**src/hdl/wpe_pkg.sv**
```systemverilog
// Package for the wake packet port extractor: ethertype and protocol codes,
// class codes, the flow and result structs and the header helper functions.
// No dependencies.
`default_nettype none

package wpe_pkg;

    localparam logic [15:0] ETH_IPV4  = 16'h0800;
    localparam logic [15:0] ETH_IPV6  = 16'h86DD;
    localparam logic [15:0] ETH_ARP   = 16'h0806;
    localparam logic [15:0] ETH_EAPOL = 16'h888E;
    localparam logic [15:0] VENDOR_ETH_RESET = 16'h886C;

    localparam logic [7:0] PROTO_HOPOPT = 8'd0;
    localparam logic [7:0] PROTO_ICMP   = 8'd1;
    localparam logic [7:0] PROTO_IGMP   = 8'd2;
    localparam logic [7:0] PROTO_TCP    = 8'd6;
    localparam logic [7:0] PROTO_UDP    = 8'd17;
    localparam logic [7:0] PROTO_ROUTE  = 8'd43;
    localparam logic [7:0] PROTO_FRAG   = 8'd44;
    localparam logic [7:0] PROTO_AUTH   = 8'd51;
    localparam logic [7:0] PROTO_DSTOPT = 8'd60;

    localparam int V6_HDR_BYTES = 40;
    localparam int OPT_UNIT     = 8;
    localparam int AUTH_UNIT    = 4;
    localparam int PORT_BYTES   = 4;

    // register index on the APB port
    localparam logic [1:0] REG_VENDOR_ETH = 2'd0;

    typedef enum logic [3:0] {
        CLS_V4UDP   = 4'd0,
        CLS_V4TCP   = 4'd1,
        CLS_V4ICMP  = 4'd2,
        CLS_V4IGMP  = 4'd3,
        CLS_V4OTHER = 4'd4,
        CLS_V6TCP   = 4'd5,
        CLS_V6UDP   = 4'd6,
        CLS_V6OTHER = 4'd7,
        CLS_ARP     = 4'd8,
        CLS_VENDOR  = 4'd9,
        CLS_EAPOL   = 4'd10,
        CLS_OTHER   = 4'd11
    } class_t;

    // per-packet parse state as it stands after the current byte
    typedef struct packed {
        logic [15:0] ethertype;
        logic [7:0]  l4_protocol;
        logic [15:0] payload_left;
        logic        chain_done;
        logic [31:0] port_bytes;
        logic [2:0]  captured_count;
    } flow_t;

    typedef struct packed {
        class_t      packet_class;
        logic [15:0] source_port;
        logic [15:0] dst_port;
        logic        ports_valid;
        logic [7:0]  icmp_type;
        logic [7:0]  icmp_code;
    } result_t;

    typedef struct packed {
        logic [31:0] port_bytes;
        logic [2:0]  captured_count;
    } capture_t;

    function automatic logic is_ext(input logic [7:0] t);
        return t == PROTO_HOPOPT || t == PROTO_ROUTE || t == PROTO_FRAG ||
               t == PROTO_DSTOPT || t == PROTO_AUTH;
    endfunction

    // extension header length in bytes, at most 2048
    function automatic logic [11:0] ext_len(input logic [7:0] t, input logic [7:0] len_byte);
        logic [11:0] lb;
        lb = {4'd0, len_byte};
        if (t == PROTO_FRAG)
            return 12'(OPT_UNIT);
        else if (t == PROTO_AUTH)
            return 12'((lb + 12'd2) * 12'(AUTH_UNIT));
        else
            return 12'((lb + 12'd1) * 12'(OPT_UNIT));
    endfunction

    // store a byte into the next free slot, first byte in bits 31..24
    function automatic capture_t capture(input capture_t c, input logic [7:0] b);
        capture_t r;
        r = c;
        if (c.captured_count < 3'(PORT_BYTES)) begin
            r.port_bytes = c.port_bytes | ({24'd0, b} << {~c.captured_count[1:0], 3'b000});
            r.captured_count = c.captured_count + 3'd1;
        end
        return r;
    endfunction

endpackage

`default_nettype wire

```
**src/hdl/wpe_parse.sv**
```systemverilog
// Per-byte parse state: offset counter, IPv4 header length, IPv6 extension
// header walk and port byte capture. Uses wpe_pkg.
`default_nettype none

module wpe_parse #(
    parameter int OFFSET_WIDTH = 16
) (
    input  wire logic         clk,
    input  wire logic         rst_n,
    input  wire logic         accept,
    input  wire logic [15:0]  ether_kind,
    input  wire logic [7:0]   data_byte,
    input  wire logic         first_byte,
    output wpe_pkg::flow_t    flow
);

    localparam logic [OFFSET_WIDTH-1:0] OFS_MAX = '1;

    logic [OFFSET_WIDTH-1:0] byte_offset_reg, byte_offset_next;
    logic [15:0]             ethertype_reg, ethertype_next;
    logic [5:0]              ihl_reg, ihl_next;
    logic [7:0]              proto_reg, proto_next;
    logic [OFFSET_WIDTH-1:0] hdr_ofs_reg, hdr_ofs_next;
    logic [15:0]             pl_reg, pl_next;
    logic                    cd_reg, cd_next;
    wpe_pkg::capture_t       cap_reg, cap_next;

    logic [OFFSET_WIDTH-1:0] o;
    logic [OFFSET_WIDTH-1:0] h;
    logic [OFFSET_WIDTH-1:0] ofs_diff;
    logic [OFFSET_WIDTH:0]   hdr_sum;
    logic [11:0]             hlen;
    logic                    ext;

    always_comb
    begin
        if (first_byte) begin
            ethertype_next = ether_kind;
            byte_offset_next = '0;
            ihl_next = '0;
            proto_next = '0;
            hdr_ofs_next = OFFSET_WIDTH'(wpe_pkg::V6_HDR_BYTES);
            pl_next = '0;
            cd_next = 1'b0;
            cap_next = '0;
        end else begin
            ethertype_next = ethertype_reg;
            byte_offset_next = byte_offset_reg;
            ihl_next = ihl_reg;
            proto_next = proto_reg;
            hdr_ofs_next = hdr_ofs_reg;
            pl_next = pl_reg;
            cd_next = cd_reg;
            cap_next = cap_reg;
        end
        o = byte_offset_next;
        h = hdr_ofs_next;
        ofs_diff = '0;
        hdr_sum = '0;
        hlen = '0;
        ext = 1'b0;

        if (o != OFS_MAX) begin
            byte_offset_next = o + OFFSET_WIDTH'(1);
            if (ethertype_next == wpe_pkg::ETH_IPV4) begin
                if (o == OFFSET_WIDTH'(0))
                    ihl_next = {data_byte[3:0], 2'b00};
                if (o == OFFSET_WIDTH'(9))
                    proto_next = data_byte;
                ofs_diff = o - OFFSET_WIDTH'(ihl_next);
                if (o >= OFFSET_WIDTH'(ihl_next) &&
                    ofs_diff < OFFSET_WIDTH'(wpe_pkg::PORT_BYTES))
                    cap_next = wpe_pkg::capture(cap_next, data_byte);
            end else if (ethertype_next == wpe_pkg::ETH_IPV6) begin
                if (o == OFFSET_WIDTH'(4))
                    pl_next = {data_byte, 8'd0};
                else if (o == OFFSET_WIDTH'(5))
                    pl_next = pl_next | {8'd0, data_byte};
                else if (o == OFFSET_WIDTH'(6))
                    proto_next = data_byte;
                ofs_diff = o - h;
                ext = wpe_pkg::is_ext(proto_next);
                if (o >= h && ofs_diff < OFFSET_WIDTH'(wpe_pkg::PORT_BYTES) &&
                    pl_next != 16'd0 && !(cd_next && ext)) begin
                    if (o == h && !ext)
                        cd_next = 1'b1;
                    cap_next = wpe_pkg::capture(cap_next, data_byte);
                    // second byte of an ext header: next header, or chain done
                    if (!cd_next && ofs_diff == OFFSET_WIDTH'(1)) begin
                        hlen = wpe_pkg::ext_len(proto_next, data_byte);
                        if (pl_next <= {4'd0, hlen}) begin
                            cd_next = 1'b1;
                        end else begin
                            hdr_sum = {1'b0, h} + (OFFSET_WIDTH+1)'(hlen);
                            proto_next = cap_next.port_bytes[31:24];
                            hdr_ofs_next = hdr_sum[OFFSET_WIDTH] ? OFS_MAX
                                                                 : hdr_sum[OFFSET_WIDTH-1:0];
                            pl_next = pl_next - {4'd0, hlen};
                        end
                        cap_next = '0;
                    end
                end
            end
        end
    end

    always_ff @(posedge clk or negedge rst_n)
    begin
        if (!rst_n) begin
            byte_offset_reg <= '0;
            ethertype_reg <= '0;
            ihl_reg <= '0;
            proto_reg <= '0;
            hdr_ofs_reg <= '0;
            pl_reg <= '0;
            cd_reg <= 1'b0;
            cap_reg <= '0;
        end else if (accept) begin
            byte_offset_reg <= byte_offset_next;
            ethertype_reg <= ethertype_next;
            ihl_reg <= ihl_next;
            proto_reg <= proto_next;
            hdr_ofs_reg <= hdr_ofs_next;
            pl_reg <= pl_next;
            cd_reg <= cd_next;
            cap_reg <= cap_next;
        end
    end

    assign flow.ethertype = ethertype_next;
    assign flow.l4_protocol = proto_next;
    assign flow.payload_left = pl_next;
    assign flow.chain_done = cd_next;
    assign flow.port_bytes = cap_next.port_bytes;
    assign flow.captured_count = cap_next.captured_count;

endmodule

`default_nettype wire

```
**src/hdl/wpe_classify.sv**
```systemverilog
// Packet classification and port / ICMP field selection from the parse
// state after the last byte. Uses wpe_pkg.
`default_nettype none

module wpe_classify (
    input  wire wpe_pkg::flow_t   flow,
    input  wire logic [15:0]      vendor_ethertype,
    output wpe_pkg::result_t      result
);

    wpe_pkg::class_t cls;
    logic            pv;
    logic [7:0]      icmp_t;
    logic [7:0]      icmp_c;

    always_comb
    begin
        pv = 1'b0;
        icmp_t = '0;
        icmp_c = '0;
        priority if (flow.ethertype == wpe_pkg::ETH_IPV4) begin
            unique case (flow.l4_protocol)
                wpe_pkg::PROTO_UDP:  cls = wpe_pkg::CLS_V4UDP;
                wpe_pkg::PROTO_TCP:  cls = wpe_pkg::CLS_V4TCP;
                wpe_pkg::PROTO_ICMP: cls = wpe_pkg::CLS_V4ICMP;
                wpe_pkg::PROTO_IGMP: cls = wpe_pkg::CLS_V4IGMP;
                default:             cls = wpe_pkg::CLS_V4OTHER;
            endcase
            if (cls == wpe_pkg::CLS_V4ICMP) begin
                if (flow.captured_count >= 3'd1)
                    icmp_t = flow.port_bytes[31:24];
                if (flow.captured_count >= 3'd2)
                    icmp_c = flow.port_bytes[23:16];
            end
            pv = (cls == wpe_pkg::CLS_V4UDP || cls == wpe_pkg::CLS_V4TCP) &&
                 flow.captured_count == 3'(wpe_pkg::PORT_BYTES);
        end else if (flow.ethertype == wpe_pkg::ETH_IPV6) begin
            if (flow.payload_left != 16'd0 && flow.l4_protocol == wpe_pkg::PROTO_TCP)
                cls = wpe_pkg::CLS_V6TCP;
            else if (flow.payload_left != 16'd0 && flow.l4_protocol == wpe_pkg::PROTO_UDP)
                cls = wpe_pkg::CLS_V6UDP;
            else
                cls = wpe_pkg::CLS_V6OTHER;
            pv = cls != wpe_pkg::CLS_V6OTHER && flow.chain_done &&
                 flow.captured_count == 3'(wpe_pkg::PORT_BYTES);
        end else if (flow.ethertype == wpe_pkg::ETH_ARP) begin
            cls = wpe_pkg::CLS_ARP;
        end else if (flow.ethertype == vendor_ethertype) begin
            cls = wpe_pkg::CLS_VENDOR;
        end else if (flow.ethertype == wpe_pkg::ETH_EAPOL) begin
            cls = wpe_pkg::CLS_EAPOL;
        end else begin
            cls = wpe_pkg::CLS_OTHER;
        end
    end

    assign result.packet_class = cls;
    assign result.source_port = pv ? flow.port_bytes[31:16] : 16'd0;
    assign result.dst_port = pv ? flow.port_bytes[15:0] : 16'd0;
    assign result.ports_valid = pv;
    assign result.icmp_type = icmp_t;
    assign result.icmp_code = icmp_c;

endmodule

`default_nettype wire

```
**src/hdl/wpe_out_reg.sv**
```systemverilog
// Result register with valid/stall handshake; stalls the input side while a
// result is held by out_stall. Uses wpe_pkg.
`default_nettype none

module wpe_out_reg (
    input  wire logic              clk,
    input  wire logic              rst_n,
    input  wire logic              load,
    input  wire wpe_pkg::result_t  result_in,
    input  wire logic              out_stall,
    output logic                   out_valid,
    output logic                   busy,
    output wpe_pkg::result_t       result_out
);

    logic             valid_reg, valid_next;
    wpe_pkg::result_t result_reg;

    always_comb
    begin
        if (load)
            valid_next = 1'b1;
        else if (out_stall)
            valid_next = valid_reg;
        else
            valid_next = 1'b0;
    end

    always_ff @(posedge clk or negedge rst_n)
    begin
        if (!rst_n)
            valid_reg <= 1'b0;
        else
            valid_reg <= valid_next;
    end

    always_ff @(posedge clk)
    begin
        if (load)
            result_reg <= result_in;
    end

    assign out_valid = valid_reg;
    assign busy = valid_reg && out_stall;
    assign result_out = result_reg;

endmodule

`default_nettype wire

```
**src/hdl/wake_packet_port_extractor.sv**
```systemverilog
// Wake packet port extractor: one byte per cycle in, one result per packet.
// Latency: the result is valid the cycle after its last byte is accepted.
// Throughput: one byte every cycle; a byte is refused only while a result
// is held by out_stall. Reset clears the parse state, drops any pending
// result and sets the vendor ethertype register to 0x886C.
// Depends on wpe_pkg, wpe_parse, wpe_classify, wpe_out_reg.
`default_nettype none

module wake_packet_port_extractor #(
    parameter int OFFSET_WIDTH = 16
) (
    input  wire logic        clk,
    input  wire logic        rst_n,
    input  wire logic        psel,
    input  wire logic        penable,
    input  wire logic        pwrite,
    input  wire logic [1:0]  paddr,
    input  wire logic [31:0] pwdata,
    output logic [31:0]      prdata,
    output logic             pready,
    input  wire logic        in_valid,
    output logic             in_stall,
    input  wire logic [15:0] ether_kind,
    input  wire logic [7:0]  data_byte,
    input  wire logic        first_byte,
    input  wire logic        last_byte,
    output logic             out_valid,
    input  wire logic        out_stall,
    output logic [3:0]       packet_class,
    output logic [15:0]      source_port,
    output logic [15:0]      dst_port,
    output logic             ports_valid,
    output logic [7:0]       icmp_type_out,
    output logic [7:0]       icmp_code_out
);

    logic [15:0]       vendor_eth_reg;
    logic              accept;
    logic              busy;
    wpe_pkg::flow_t    flow;
    wpe_pkg::result_t  result_comb;
    wpe_pkg::result_t  result_q;

    assign pready = 1'b1;

    always_ff @(posedge clk or negedge rst_n)
    begin
        if (!rst_n)
            vendor_eth_reg <= wpe_pkg::VENDOR_ETH_RESET;
        else if (psel && penable && pwrite && paddr == wpe_pkg::REG_VENDOR_ETH)
            vendor_eth_reg <= pwdata[15:0];
    end

    assign prdata = (paddr == wpe_pkg::REG_VENDOR_ETH) ? {16'd0, vendor_eth_reg} : 32'd0;

    assign in_stall = busy;
    assign accept = in_valid && !busy;

    wpe_parse #(
        .OFFSET_WIDTH (OFFSET_WIDTH)
    ) u_parse (
        .clk        (clk),
        .rst_n      (rst_n),
        .accept     (accept),
        .ether_kind (ether_kind),
        .data_byte  (data_byte),
        .first_byte (first_byte),
        .flow       (flow)
    );

    wpe_classify u_classify (
        .flow             (flow),
        .vendor_ethertype (vendor_eth_reg),
        .result           (result_comb)
    );

    wpe_out_reg u_out (
        .clk        (clk),
        .rst_n      (rst_n),
        .load       (accept && last_byte),
        .result_in  (result_comb),
        .out_stall  (out_stall),
        .out_valid  (out_valid),
        .busy       (busy),
        .result_out (result_q)
    );

    assign packet_class = result_q.packet_class;
    assign source_port = result_q.source_port;
    assign dst_port = result_q.dst_port;
    assign ports_valid = result_q.ports_valid;
    assign icmp_type_out = result_q.icmp_type;
    assign icmp_code_out = result_q.icmp_code;

    a_last_gives_result: assert property (@(posedge clk) disable iff (!rst_n)
        in_valid && !in_stall && last_byte |=> out_valid)
        else $error("accepted last byte produced no result");

    a_ports_only_tcp_udp: assert property (@(posedge clk) disable iff (!rst_n)
        out_valid && ports_valid |->
            packet_class == wpe_pkg::CLS_V4UDP || packet_class == wpe_pkg::CLS_V4TCP ||
            packet_class == wpe_pkg::CLS_V6TCP || packet_class == wpe_pkg::CLS_V6UDP)
        else $error("ports reported for a non TCP/UDP class");

    a_icmp_only_v4icmp: assert property (@(posedge clk) disable iff (!rst_n)
        out_valid && (icmp_type_out != 8'd0 || icmp_code_out != 8'd0) |->
            packet_class == wpe_pkg::CLS_V4ICMP)
        else $error("ICMP fields set outside the IPv4 ICMP class");

    a_ports_zero: assert property (@(posedge clk) disable iff (!rst_n)
        out_valid && !ports_valid |-> source_port == 16'd0 && dst_port == 16'd0)
        else $error("ports nonzero without ports_valid");

endmodule

`default_nettype wire

```
**config.mk**
```make
export PLATFORM = sky130hd
export DESIGN_NAME = wake_packet_port_extractor
export DESIGN_NICKNAME = d
export VERILOG_FILES = /design/src/hdl/wpe_pkg.sv /design/src/hdl/wpe_parse.sv /design/src/hdl/wpe_classify.sv /design/src/hdl/wpe_out_reg.sv /design/src/hdl/wake_packet_port_extractor.sv
export SDC_FILE = /design/constraint.sdc
export NUM_CORES = 1
export LEC_CHECK = 0
export BUFFER_PORTS_ARGS = -buffer_cell sky130_fd_sc_hd__buf_2
export CORE_MARGIN = 4
export CORE_UTILIZATION = 55
export DETAILED_ROUTE_END_ITERATION = 6
export PLACE_DENSITY = 0.76
export SLEW_MARGIN = 20
export SYNTH_ARGS = -nofsm -noshare
export SYNTH_HDL_FRONTEND = slang
export SYNTH_SLANG_ARGS = --single-unit
```
**constraint.sdc**
```tcl
create_clock -name clk -period 16.09 [get_ports clk]
set_input_delay 1.609 -clock clk [delete_from_list [all_inputs] [get_ports clk]]
set_output_delay 1.609 -clock clk [all_outputs]
set_load 0.02 [all_outputs]
```
==> summary.md <==
| Metric | Value |
|---|---|
| Hold worst-path end | `u_parse.hdr_ofs_reg[11]` |
| Peak supply drop | `0.0696 mV` |
| PwrDens | `83.3 mW/mm^2` |
| Slowest library cell on the worst path | `clkinv_1` |
| Max Root-Sink Buffers | `2` |
| FF-to-FF setup slack | `8.31 ns` |
| RSZ-0062 raised after global routing | `no` |
| Vias in the first global route | `11400` |
| Synthesized flop and latch total | `184` |
| Number of clock sinks | `184` |
| Final hold vios | `0` |
| Fin crit period | `9.11 ns` |
| Critical Path AT | `9.28 ns` |
| Static leakage | `6.11 nW` |
| Fin. max-slew vios | `0` |
| Rows | `56` |
| Crit end category | `flip-flop` |
| Crit-path max FO | `53` |
| Sequential area share after synthesis | `36.5%` |
| Kind of critical path | `in -> reg` |
| IO Port Bufs | `121` |
| Hpwl dp | `27300 um` |
| Detail Route Antenna Nets | `0` |
| Startpoint Class | `input pin` |
| Worst-Skew Late Latency | `0.45 ns` |
| Ranking of synthesized cells by area | `dfrtp_1 (23%), edfxtp_1 (12%), nand2_1 (4.9%)` |
| FMAX | `0.110 GHz` |
| DIE WIDTH | `164 um` |
| GRT Total Usage | `28.5%` |
| Post-CTS Setup Bufs | `0` |
| Number of flip-flops in the largest register | `53` |
| Top cell family by delay on the critical path | `buffers and inverters` |
| First-pass GRT wire length | `61400 um` |
| Post-synth cell types | `93` |
| Reg2reg path depth | `23` |
| Initial antenna violation count | `3` |
| Placement Setup Slack | `6.80 ns` |
| Critical path required time | `16.27 ns` |
| Clock Skews | `0.0190 ns` |
| Vias | `12300` |
| CTS tree | `built` |
| Die ar. | `0.0268 sq mm` |
| DR DRC count | `0` |
| Filler instances | `2089` |
| Hold slack | `0.486 ns` |
| Largest net degree at the start of global routing | `79` |
| Total grt overflow | `0` |
| Total negative slack | `0 ns` |
| Post-synth ARST share | `71.2%` |
| Initial core utilization | `56.4%` |
| WP buf/inv | `6` |
| Share of the synthesized area in the top cell type | `23.4%` |
| Hold wc startpoint | `u_parse.hdr_ofs_reg[11]` |
| EDFF count, synth | `53` |
| Setup ws final | `6.98 ns` |
| Area leader, netlist | `dfrtp_1` |
| Most common cell in the netlist | `nand2_1` |
| Most used cell, CP | `buf_4` |
| Synth Cell Area | `0.0134 sq mm` |
| Main synth FF type | `dfrtp_1` |
| HP Class | `reg -> reg` |
| Final setup fails | `0` |
| FF-to-FF End | `u_out.result_out[33]` |
| CTS root buf | `clkbuf_16` |
| WP depth | `27` |
| Top cells by instance count after synthesis | `nand2_1 (174), nor2_1 (130), dfrtp_1 (125)` |
| TritonCTS Buffers | `17` |
| CTS-repair resized insts | `0` |
| Area occupied by multi-input gates | `0.00782 sq mm` |
| CP Launch Point | `first_byte` |
| Worst Max-Slew Pin Slew | `1.12 ns` |
| Share of post-route cells with drive strength above 1 | `16.0%` |
| Largest stage delay on the critical path | `0.70 ns` |
| Clk slew on worst S/H paths | `0.08 ns` |
| Post-layout util | `61.6%` |
| GPL Wtd Cong | `0.981` |
| Yosys warning total | `0` |
| Gate Count Post-Synth | `1544` |
| Slew headroom | `24.5%` |
| Status | `finished clean` |
| Area of the core | `0.0237 sq mm` |
| Synth Area per Inst | `8.65 sq um` |
| Hold path depth | `1` |
| DRT iter0 DRCs | `1476` |
| Drt first pass iters | `6` |
| Via density | `6.38` |
| Hold-fix buffers, CTS | `0` |
| I/O pins | `155` |
| H-tree Lvls | `4` |
| Die H | `164 um` |
| Layout area overhead | `9.20%` |
| Maxcap violations | `0` |
| Period utilisation layout | `56.6%` |
| Drt total wl | `38500 um` |
| Net count, final | `1710` |
| Routed wire per std cell | `20.0 um` |
| Reg area | `0.00488 sq mm` |
| Reg2Reg Launch Point | `u_parse.byte_offset_reg[13]` |
-- power by group --
group | internal [W] | total, W | switching, W
sequential | 0.000509 | 0.000538 | 0.0000284
combinational | 0.0000949 | 0.000253 | 0.000158
clock | 0.000220 | 0.000423 | 0.000204
-- per-stage QoR --
stage	total power, W	cells	area [sq um]
finish	0.00121	1930	14600
global route	0.00127	1930	14600
CTS	0.00121	1929	14600
detailed placement	0.000793	1897	14000
global placement	0.000786	1897	14000
floorplan	0.000724	1559	13400
-- area by class of cell --
| cell class | instances | share of cell area, % |
|---|---|---|
| multi-input combinational | 1208 | 53.6 |
| sequential | 184 | 33.5 |
| timing repair buffer | 136 | 4.99 |
| clock buffer | 20 | 3.00 |
| tap | 319 | 2.74 |
| inverter | 50 | 1.29 |
| clock inverter | 12 | 0.918 |
| antenna | 1 | 0.0172 |
-- worst register-to-register path, stage by stage, from the launching register on --
cell and delay (ns):
dfrtp_1 0.48, nor4_1 0.42, nand4_1 0.44, or3_1 0.62, or4_1 0.55, o21ai_1 0.36
or2_2 0.24, inv_1 0.10, fa_1 0.44, a21o_1 0.21, a221oi_1 0.41, o21ai_0 0.25
a221o_1 0.43, a22o_1 0.30, nand4_1 0.16, nor4_4 0.10, buf_4 0.25, or3_1 0.34
and3_1 0.26, xnor2_1 0.26, a31oi_2 0.17, a31oi_4 0.17, buf_4 0.45, nor3_1 0.12
-- routing by layer --
| layer | share of wire [%] | up-vias | track usage [%] |
|---|---|---|---|
| li1 | - | 5734 | - |
| met1 | 43 | 5874 | 41.0 |
| met2 | 45 | 605 | 44.0 |
| met3 | 9.1 | 96 | 4.97 |
| met4 | 2.8 | 4 | 9.07 |
| met5 | 0.057 | - | 0 |
-- layout by cell type (no fill, tap or decap), types with 23 or more instances in the layout --
cell      netlist  final
nand2_1       174    173
mux2i_1        36     36
a21oi_1        82     82
nor2_1        130    130
nand3_1        33     33
nor3_1         33     33
edfxtp_1       53     53
nor3_2         29     29
o21ai_0       104    104
ha_1           44     44
a22o_1         29     29
and2_1         33     33
mux2_2         26     26
dfrtp_1       125    125
inv_1          49     49
a22oi_1        36     36
nor4_1         29     28
nor2b_1        36     36
nand4_1        23     23
xnor2_1        39     39
buf_2           4    119
-- logic make-up after synthesis --
family / Yosys count / synth area share (%)
buffers and inverters: 167 / 5.49
adders and majority gates: 46 / 4.42
muxes: 63 / 4.98
AOI/OAI and AO/OA: 407 / 20.5
xor gates and xnor gates: 56 / 3.67
other: 2 / 0.0563
and+or+nand+nor: 619 / 24.4
DFF: 184 / 36.5
-- worst max path at each step --
stage | to | slack, ns
floorplan | u_out.result_out[36] | 7.98
global placement | u_out.result_out[34] | 6.90
detailed placement | u_out.result_out[34] | 6.80
CTS | u_out.result_out[34] | 7.23
global route | u_out.result_out[34] | 6.55
finish | u_out.result_out[33] | 6.98
Note: power is estimated with default switching activity, not from simulation.
